`config.mk`:
```
export PLATFORM = sky130hd
export DESIGN_NAME = xoshiro128ss_random_generator_core
export DESIGN_NICKNAME = d
export VERILOG_FILES = /design/src/rtl/xrg_pkg.sv /design/src/rtl/xoshiro128ss_random_generator_core.sv /design/src/rtl/xrg_datapath.sv /design/src/rtl/xrg_controller.sv
export SDC_FILE = /design/constraint.sdc
export NUM_CORES = 2
export LEC_CHECK = 0
export BUFFER_PORTS_ARGS = -buffer_cell sky130_fd_sc_hd__buf_2
export CAP_MARGIN = 20
export CORE_MARGIN = 10
export CORE_UTILIZATION = 30
export CTS_CLUSTER_SIZE = 8
export DETAILED_ROUTE_END_ITERATION = 16
export PLACE_DENSITY = 0.55
export RECOVER_POWER = 100
export SYNTH_ARGS = -nofsm -noshare
export SYNTH_HDL_FRONTEND = slang
export SYNTH_SLANG_ARGS = --single-unit
```
`constraint.sdc`:
```
create_clock -name clk -period 21.6 [get_ports clk]
set_input_delay 1.08 -clock clk [delete_from_list [all_inputs] [get_ports clk]]
set_output_delay 1.08 -clock clk [all_outputs]
set_load 0.005 [all_outputs]
```
`src/rtl/xrg_pkg.sv`:
```
package xrg_pkg;

	localparam int unsigned WORD_W = 32;
	localparam int unsigned WIDE_W = 62;
	localparam int unsigned FRAC_W = 23;
	localparam int unsigned DIV_CNT_W = 6;
	localparam logic [DIV_CNT_W-1:0] DIV_LAST = DIV_CNT_W'(WIDE_W - 1);

	localparam logic [63:0] GAMMA_ADD = 64'h9e37_79b9_7f4a_7c15;
	localparam logic [63:0] MIX_MUL_A = 64'hbf58_476d_1ce4_e5b9;
	localparam logic [63:0] MIX_MUL_B = 64'h94d0_49bb_1331_11eb;

	typedef enum logic [1:0] {
		CMD_RESEED = 2'd0,
		CMD_UNIT   = 2'd1,
		CMD_WIDE   = 2'd2,
		CMD_RANGE  = 2'd3
	} cmd_t;

	typedef struct packed {
		logic [1:0]         command;
		logic signed [31:0] low_bound;
		logic signed [31:0] high_bound;
	} cmd_item_t;

	typedef struct packed {
		logic [61:0]        draw_value;
		logic signed [31:0] ranged_value;
		logic               range_error;
	} res_item_t;

	typedef enum logic [3:0] {
		DP_NONE,
		DP_CAPTURE,
		DP_SEED,
		DP_GAMMA,
		DP_MUL0,
		DP_MUL1,
		DP_MUL2,
		DP_X27,
		DP_FIN,
		DP_DRAW1,
		DP_DRAW2,
		DP_DIV,
		DP_OUT
	} dp_op_t;

	typedef enum logic [3:0] {
		ST_SEED,
		ST_GAMMA,
		ST_MA0,
		ST_MA1,
		ST_MA2,
		ST_X27,
		ST_MB0,
		ST_MB1,
		ST_MB2,
		ST_FIN,
		ST_IDLE,
		ST_DRAW1,
		ST_DRAW2,
		ST_DIV,
		ST_OUT
	} state_t;

	typedef struct packed {
		dp_op_t op;
		logic   mul_b;
		logic   seed_zero;
		logic   fin_last;
	} dp_ctrl_t;

	typedef struct packed {
		cmd_t cmd;
		logic range_err;
	} dp_status_t;

endpackage

```
`src/rtl/xoshiro128ss_random_generator_core.sv`:
```
// xoshiro128** generator with splitmix64 seeding.
// Command channel: cmd_valid/cmd_stall carry one cmd_item (command, low_bound,
// high_bound). An item is taken when cmd_valid is high and cmd_stall is low.
// Result channel: res_valid/res_stall carry one res_item for every command.
// seed_we/seed_wdata write the seed register; the user must do so only while
// the block is idle (the block does not enforce this). Unit draws once, wide
// twice; range draws twice, then a 62-step restoring divider forms the
// remainder (skipped for an empty range). Reseed runs two splitmix64 rounds,
// each multiply done as three 32x32 partial products on one multiplier.
// One item is in work at a time; the next item can be taken in the cycle after
// the previous result is loaded, even while that result still waits.
// After reset the block loads the state from seed zero, and holds cmd_stall
// high during that time. The seed register resets to 0.
// While the receiver stalls, the result is held; a finished item then waits
// in the controller until the output register is free.
module xoshiro128ss_random_generator_core (
	input  logic               clk,
	input  logic               arst_n,
	input  logic               cmd_valid,
	output logic               cmd_stall,
	input  xrg_pkg::cmd_item_t cmd_item,
	output logic               res_valid,
	input  logic               res_stall,
	output xrg_pkg::res_item_t res_item,
	input  logic               seed_we,
	input  logic [31:0]        seed_wdata
);

	xrg_pkg::dp_ctrl_t   ctrl;
	xrg_pkg::dp_status_t status;

	xrg_controller u_ctrl (
		.clk         (clk),
		.arst_n      (arst_n),
		.cmd_valid   (cmd_valid),
		.cmd_command (cmd_item.command),
		.cmd_stall   (cmd_stall),
		.res_valid   (res_valid),
		.res_stall   (res_stall),
		.status      (status),
		.ctrl        (ctrl)
	);

	xrg_datapath u_dp (
		.clk        (clk),
		.arst_n     (arst_n),
		.cmd_item   (cmd_item),
		.seed_we    (seed_we),
		.seed_wdata (seed_wdata),
		.ctrl       (ctrl),
		.status     (status),
		.res_item   (res_item)
	);

endmodule

```
`src/rtl/xrg_datapath.sv`:
```
module xrg_datapath (
	input  logic                clk,
	input  logic                arst_n,
	input  xrg_pkg::cmd_item_t  cmd_item,
	input  logic                seed_we,
	input  logic [31:0]         seed_wdata,
	input  xrg_pkg::dp_ctrl_t   ctrl,
	output xrg_pkg::dp_status_t status,
	output xrg_pkg::res_item_t  res_item
);

	logic [31:0]        seed_q;
	logic [31:0]        w0_q, w1_q, w2_q, w3_q;
	logic [63:0]        acc_q, z_q, prod_q, r0_q;
	logic [31:0]        draw1_q;
	logic [61:0]        wide_q;
	logic [31:0]        rem_q, span_q;
	logic signed [31:0] lo_q;
	xrg_pkg::cmd_t      cmd_q;
	logic               err_q;
	xrg_pkg::res_item_t out_q;
	xrg_pkg::res_item_t out_d;

	logic [63:0] mul_k, gamma_sum, fin_mix, prod;
	logic [31:0] mul_a, mul_bop;
	logic [31:0] t5, rot7, draw_out;
	logic [31:0] n0, n1, n2, n3;
	logic [32:0] rem_sh;
	logic [31:0] wn0;

	always_ff @(posedge clk or negedge arst_n) begin
		if (!arst_n) begin
			seed_q <= '0;
		end else if (seed_we) begin
			seed_q <= seed_wdata;
		end
	end

	always_comb begin
		mul_k = ctrl.mul_b ? xrg_pkg::MIX_MUL_B : xrg_pkg::MIX_MUL_A;
		mul_a = (ctrl.op == xrg_pkg::DP_MUL1) ? z_q[63:32] : z_q[31:0];
		mul_bop = (ctrl.op == xrg_pkg::DP_MUL2) ? mul_k[63:32] : mul_k[31:0];
		prod = 64'(mul_a) * 64'(mul_bop);
		gamma_sum = acc_q + xrg_pkg::GAMMA_ADD;
		fin_mix = prod_q ^ (prod_q >> 31);
		wn0 = r0_q[31:0];
		if ((r0_q | fin_mix) == 64'd0) begin
			wn0 = 32'd1;
		end
		t5 = w0_q + (w0_q << 2);
		rot7 = {t5[24:0], t5[31:25]};
		draw_out = rot7 + (rot7 << 3);
		n2 = w2_q ^ w0_q;
		n3 = w3_q ^ w1_q;
		n1 = w1_q ^ n2;
		n0 = w0_q ^ n3;
		rem_sh = {rem_q, wide_q[61]};
		out_d = '0;
		case (cmd_q)
			xrg_pkg::CMD_UNIT: begin
				out_d.draw_value = 62'(draw1_q[31:9]);
			end
			xrg_pkg::CMD_WIDE: begin
				out_d.draw_value = wide_q;
			end
			xrg_pkg::CMD_RANGE: begin
				out_d.range_error = err_q;
				out_d.ranged_value = err_q ? lo_q : signed'(32'(lo_q + rem_q));
			end
			default: begin
			end
		endcase
	end

	always_ff @(posedge clk) begin
		unique case (ctrl.op)
			xrg_pkg::DP_CAPTURE: begin
				cmd_q <= xrg_pkg::cmd_t'(cmd_item.command);
				lo_q <= cmd_item.low_bound;
				span_q <= 32'(cmd_item.high_bound - cmd_item.low_bound);
				err_q <= (cmd_item.high_bound <= cmd_item.low_bound);
			end
			xrg_pkg::DP_SEED: begin
				acc_q <= ctrl.seed_zero ? 64'd0 : {32'd0, seed_q};
			end
			xrg_pkg::DP_GAMMA: begin
				acc_q <= gamma_sum;
				z_q <= gamma_sum ^ (gamma_sum >> 30);
			end
			xrg_pkg::DP_MUL0: begin
				prod_q <= prod;
			end
			xrg_pkg::DP_MUL1, xrg_pkg::DP_MUL2: begin
				prod_q[63:32] <= prod_q[63:32] + prod[31:0];
			end
			xrg_pkg::DP_X27: begin
				z_q <= prod_q ^ (prod_q >> 27);
			end
			xrg_pkg::DP_FIN: begin
				if (!ctrl.fin_last) begin
					r0_q <= fin_mix;
				end else begin
					w0_q <= wn0;
					w1_q <= r0_q[63:32];
					w2_q <= fin_mix[31:0];
					w3_q <= fin_mix[63:32];
				end
			end
			xrg_pkg::DP_DRAW1, xrg_pkg::DP_DRAW2: begin
				w0_q <= n0;
				w1_q <= n1;
				w2_q <= n2 ^ (w1_q << 9);
				w3_q <= {n3[20:0], n3[31:21]};
				if (ctrl.op == xrg_pkg::DP_DRAW1) begin
					draw1_q <= draw_out;
				end else begin
					wide_q <= {draw1_q[31:1], draw_out[31:1]};
					rem_q <= '0;
				end
			end
			xrg_pkg::DP_DIV: begin
				wide_q <= {wide_q[60:0], 1'b0};
				if (rem_sh >= {1'b0, span_q}) begin
					rem_q <= 32'(rem_sh - {1'b0, span_q});
				end else begin
					rem_q <= rem_sh[31:0];
				end
			end
			xrg_pkg::DP_OUT: begin
				out_q <= out_d;
			end
			default: begin
			end
		endcase
	end

	assign status.cmd = cmd_q;
	assign status.range_err = err_q;
	assign res_item = out_q;

endmodule

```
`src/rtl/xrg_controller.sv`:
```
module xrg_controller (
	input  logic                clk,
	input  logic                arst_n,
	input  logic                cmd_valid,
	input  logic [1:0]          cmd_command,
	output logic                cmd_stall,
	output logic                res_valid,
	input  logic                res_stall,
	input  xrg_pkg::dp_status_t status,
	output xrg_pkg::dp_ctrl_t   ctrl
);

	xrg_pkg::state_t state_q, state_d;
	logic                          round_q, round_d;
	logic                          init_q, init_d;
	logic                          res_valid_q, res_valid_d;
	logic [xrg_pkg::DIV_CNT_W-1:0] cnt_q, cnt_d;

	always_ff @(posedge clk or negedge arst_n) begin
		if (!arst_n) begin
			state_q <= xrg_pkg::ST_SEED;
			round_q <= 1'b0;
			init_q <= 1'b1;
			res_valid_q <= 1'b0;
			cnt_q <= '0;
		end else begin
			state_q <= state_d;
			round_q <= round_d;
			init_q <= init_d;
			res_valid_q <= res_valid_d;
			cnt_q <= cnt_d;
		end
	end

	always_comb begin
		state_d = state_q;
		round_d = round_q;
		init_d = init_q;
		cnt_d = cnt_q;
		res_valid_d = res_valid_q && res_stall;
		ctrl.op = xrg_pkg::DP_NONE;
		ctrl.mul_b = 1'b0;
		ctrl.seed_zero = init_q;
		ctrl.fin_last = round_q;
		cmd_stall = 1'b1;
		unique case (state_q)
			xrg_pkg::ST_SEED: begin
				ctrl.op = xrg_pkg::DP_SEED;
				round_d = 1'b0;
				state_d = xrg_pkg::ST_GAMMA;
			end
			xrg_pkg::ST_GAMMA: begin
				ctrl.op = xrg_pkg::DP_GAMMA;
				state_d = xrg_pkg::ST_MA0;
			end
			xrg_pkg::ST_MA0: begin
				ctrl.op = xrg_pkg::DP_MUL0;
				state_d = xrg_pkg::ST_MA1;
			end
			xrg_pkg::ST_MA1: begin
				ctrl.op = xrg_pkg::DP_MUL1;
				state_d = xrg_pkg::ST_MA2;
			end
			xrg_pkg::ST_MA2: begin
				ctrl.op = xrg_pkg::DP_MUL2;
				state_d = xrg_pkg::ST_X27;
			end
			xrg_pkg::ST_X27: begin
				ctrl.op = xrg_pkg::DP_X27;
				state_d = xrg_pkg::ST_MB0;
			end
			xrg_pkg::ST_MB0: begin
				ctrl.op = xrg_pkg::DP_MUL0;
				ctrl.mul_b = 1'b1;
				state_d = xrg_pkg::ST_MB1;
			end
			xrg_pkg::ST_MB1: begin
				ctrl.op = xrg_pkg::DP_MUL1;
				ctrl.mul_b = 1'b1;
				state_d = xrg_pkg::ST_MB2;
			end
			xrg_pkg::ST_MB2: begin
				ctrl.op = xrg_pkg::DP_MUL2;
				ctrl.mul_b = 1'b1;
				state_d = xrg_pkg::ST_FIN;
			end
			xrg_pkg::ST_FIN: begin
				ctrl.op = xrg_pkg::DP_FIN;
				if (!round_q) begin
					round_d = 1'b1;
					state_d = xrg_pkg::ST_GAMMA;
				end else if (init_q) begin
					init_d = 1'b0;
					state_d = xrg_pkg::ST_IDLE;
				end else begin
					state_d = xrg_pkg::ST_OUT;
				end
			end
			xrg_pkg::ST_IDLE: begin
				cmd_stall = 1'b0;
				if (cmd_valid) begin
					ctrl.op = xrg_pkg::DP_CAPTURE;
					if (xrg_pkg::cmd_t'(cmd_command) == xrg_pkg::CMD_RESEED) begin
						state_d = xrg_pkg::ST_SEED;
					end else begin
						state_d = xrg_pkg::ST_DRAW1;
					end
				end
			end
			xrg_pkg::ST_DRAW1: begin
				ctrl.op = xrg_pkg::DP_DRAW1;
				if (status.cmd == xrg_pkg::CMD_UNIT) begin
					state_d = xrg_pkg::ST_OUT;
				end else begin
					state_d = xrg_pkg::ST_DRAW2;
				end
			end
			xrg_pkg::ST_DRAW2: begin
				ctrl.op = xrg_pkg::DP_DRAW2;
				cnt_d = '0;
				if (status.cmd == xrg_pkg::CMD_RANGE && !status.range_err) begin
					state_d = xrg_pkg::ST_DIV;
				end else begin
					state_d = xrg_pkg::ST_OUT;
				end
			end
			xrg_pkg::ST_DIV: begin
				ctrl.op = xrg_pkg::DP_DIV;
				cnt_d = cnt_q + 1'b1;
				if (cnt_q == xrg_pkg::DIV_LAST) begin
					state_d = xrg_pkg::ST_OUT;
				end
			end
			xrg_pkg::ST_OUT: begin
				if (!res_valid_q || !res_stall) begin
					ctrl.op = xrg_pkg::DP_OUT;
					res_valid_d = 1'b1;
					state_d = xrg_pkg::ST_IDLE;
				end
			end
			default: begin
				state_d = xrg_pkg::ST_IDLE;
			end
		endcase
	end

	assign res_valid = res_valid_q;

endmodule

```
==> out/metrics.cfg <==
[outcome]
status = finished, violations left
violations = max-capacitance violations, max-slew violations

[setup_path]
crit_slowest_cell = clkbuf_1
path_common_cell = fa_1
cp_data_required_time_ns = 22.01
crit_arrival_ns = 14.63
path_max_fanout = 34
critPathKind = reg2reg
end_kind = flop
start_kind = flop
cpPeakStageDelay_ns = 2.00

[floorplan]
die_h_microns = 503
initial_utilization_pct = 30.1
io_pins = 200
die_x_microns = 503
rows = 177
core-area_sq_um = 233000
dieArea_sq_um = 253000

[global_routing]
grt_max_degree = 93
grt_pass1_wl_microns = 345000
overflow = 0
grt_antenna_before_repair = 3
first_global_vias = 52800
track_usage_pct = 17.9

[drt]
post-route-drc-count = 0
viasPerCell = 4.98
wire_per_inst_microns = 23.0
drtPass1Iterations = 5
dr_wl_met2_microns = 110000
drt-met1-wl_microns = 99700
drt_iter0_drc = 3993
wirelength_microns = 232000
wl_met3_microns = 13300
drtAntennaViolNets = 0
vias = 50200
topRoutingLayerUsed = met5

[place]
gp_congestion = 0.948
dpl.hpwl_microns = 187000
port_buffers = 199

[clock_tree]
cts-root-buf = clkbuf_16
cts.clk_slew.worst_paths_ns = 0.06
clk-insertion-delay-late_ns = 0.68
cts_made_buffers = 100
post_cts_resized = 0
cts_tree = yes
post-cts-setup-buffer-count = 0
h-tree-depth = 3
cts_buffer_depth = 3
cts_sinks = 716
hold_buffers = 0

[timing]
timing.fmax_mhz = 70.3
slew_headroom_pct = -198
fin_crit_sh_pct = 65.8
fin_worst_skew_ns = 0.0225
finalHoldViolCount = 0
drv_slew = 1328
setup_tns_ns = 0
worst_pin_slew_ns = 4.48
grt_setup_unrepaired = no
finalSetupViolCount = 0
fin_crit_ns = 14.22

[logic_synthesis]
netlist.area_leader.share_pct = 28.8
syn_avg_cell_area_sq_um = 10.3
synth_top_area_cell = edfxtp_1
async_flop_share_pct = 6.28
ys_warn_count = 0
synth_top_family_by_area = adder cells
synthAdderAreaFrac_pct = 33.0
synth_mux_area_share_pct = 1.81
syn-num-nets = 8289
synthCells = 6832
synth-simple-area-share_pct = 11.5
synth-seq-cells = 716
synthXorXnorAreaFrac_pct = 6.85
synth_edf_count = 671
syn_area_sq_um = 70100
synth_seq_area_share_pct = 30.4
yosys.cell_count.top_type = inv_1
synth_compound_area_share_pct = 9.51
ys.flop_type = edfxtp_1
synth_area_leaders = edfxtp_1, fa_1, ha_1
synth_cell_type_count = 91
synth_commonest_cells = inv_1, fa_1, edfxtp_1

[cells_and_area]
drive_gt1_share_pct = 5.06
num-fill-cells = 23900
diodes = 0
seq_area_sq_um = 21300
layout.nets = 8441
area_growth_pct = 10.1
multi_input_area_sq_um = 43900

[hold_path]
hp-class = in2async

[flow_run]
drv_cap = 23

==> final cells by class <==
cell class	count	share of cell area, %
multi-input cells	4818	56.9
flip-flops and latches	716	27.6
inverters	1089	5.30
well taps	3043	4.93
clock buffers	144	3.51
repair buffers	259	1.58
clock inverters	7	0.177
==> stage by stage <==
stage	cells	cell area (sq um)	worst slack [ns]	hold slack [ns]	utilization [%]
after floorplan	6832	70100	10.57	0.424	-
after global placement	9922	74600	9.40	0.492	32.1
after detailed placement	9922	74600	9.16	0.489	32.1
after CTS	10100	77500	9.13	0.508	33.3
after global routing	10100	77200	6.60	0.444	33.2
final	10100	77200	7.38	0.402	33.2
==> routing by layer <==
layer	vias up	track usage, %
li1	22800	-
met1	25500	23.8
met2	1604	30.4
met3	350	2.48
met4	4	5.42
met5	-	0
==> sequential cells by signal, summed over array words and instances (netlist names), 62 cells and up <==
| signal | cells |
|---|---|
| u_dp.acc_q | 64 |
| u_dp.prod_q | 64 |
| u_dp.r0_q | 64 |
| u_dp.res_item | 95 |
| u_dp.z_q | 64 |
| u_dp.wide_q | 62 |
==> logic make-up (layout without fill, tap and decap cells) <==
logic type / Yosys count / in the layout
fa+ha+maj: 1355 / 1355
flops: 716 / 716
xor+xnor: 546 / 546
buf+inv: 1298 / 1499
compound gates: 1077 / 1077
mux: 118 / 118
simple gates: 1722 / 1722
==> placed cells by master (no fill, tap or decap), drive strengths merged, types with 9 or more instances in the layout <==
master | Yosys | layout
inv | 1081 | 1083
fa | 821 | 821
edfxtp | 671 | 671
nor2 | 578 | 578
ha | 533 | 533
nand2 | 522 | 522
o21ai | 326 | 326
a21oi | 318 | 318
xnor2 | 313 | 313
clkbuf | 192 | 285
xor2 | 232 | 232
and2 | 159 | 159
a21o | 127 | 127
buf | 17 | 118
nand2b | 85 | 85
nor2b | 74 | 74
mux2 | 72 | 72
nand3 | 49 | 49
nand4 | 46 | 46
mux2i | 46 | 46
dfrtp | 44 | 44
o21a | 43 | 43
nor3 | 43 | 43
o21bai | 40 | 40
nor4 | 35 | 35
a211oi | 33 | 33
and3 | 30 | 30
nand3b | 30 | 30
a22oi | 25 | 25
a31oi | 24 | 24
or2 | 20 | 20
o211ai | 19 | 19
or3 | 18 | 18
a21boi | 16 | 16
o31ai | 14 | 14
clkinv | 8 | 11
or4 | 9 | 9
o22ai | 9 | 9
==> worst paths after layout <==
check                           cells after the start         startpoint              end  slack, ns
worst max-delay path                               35  u_ctrl.state_q[3]  u_dp.prod_q[62]       7.38
worst min-delay path                                1             arst_n  u_dp.seed_q[27]       0.40
worst max register to register                     35  u_ctrl.state_q[3]  u_dp.prod_q[62]       7.38
worst min register to register                      1     u_dp.seed_q[5]   u_dp.seed_q[5]       0.50
max in group asynchronous                           2             arst_n  u_ctrl.cnt_q[2]      18.88
min in group clk                                    1     u_dp.seed_q[5]   u_dp.seed_q[5]       0.50
==> worst max-delay path: cells and delay by family, from the launching register on <==
family	cells	cell delay, ns
adders and majority gates	10	4.81
and+or+nand+nor	6	1.75
DFF	1	0.86
AOI/OAI and AO/OA	7	1.59
xor gates and xnor gates	1	0.21
buffers and inverters	9	4.01
muxes	2	0.66
Power is left out: the tool's default activity adds up to more than one toggle a clock period on the data nets, which glitch-free logic cannot reach.
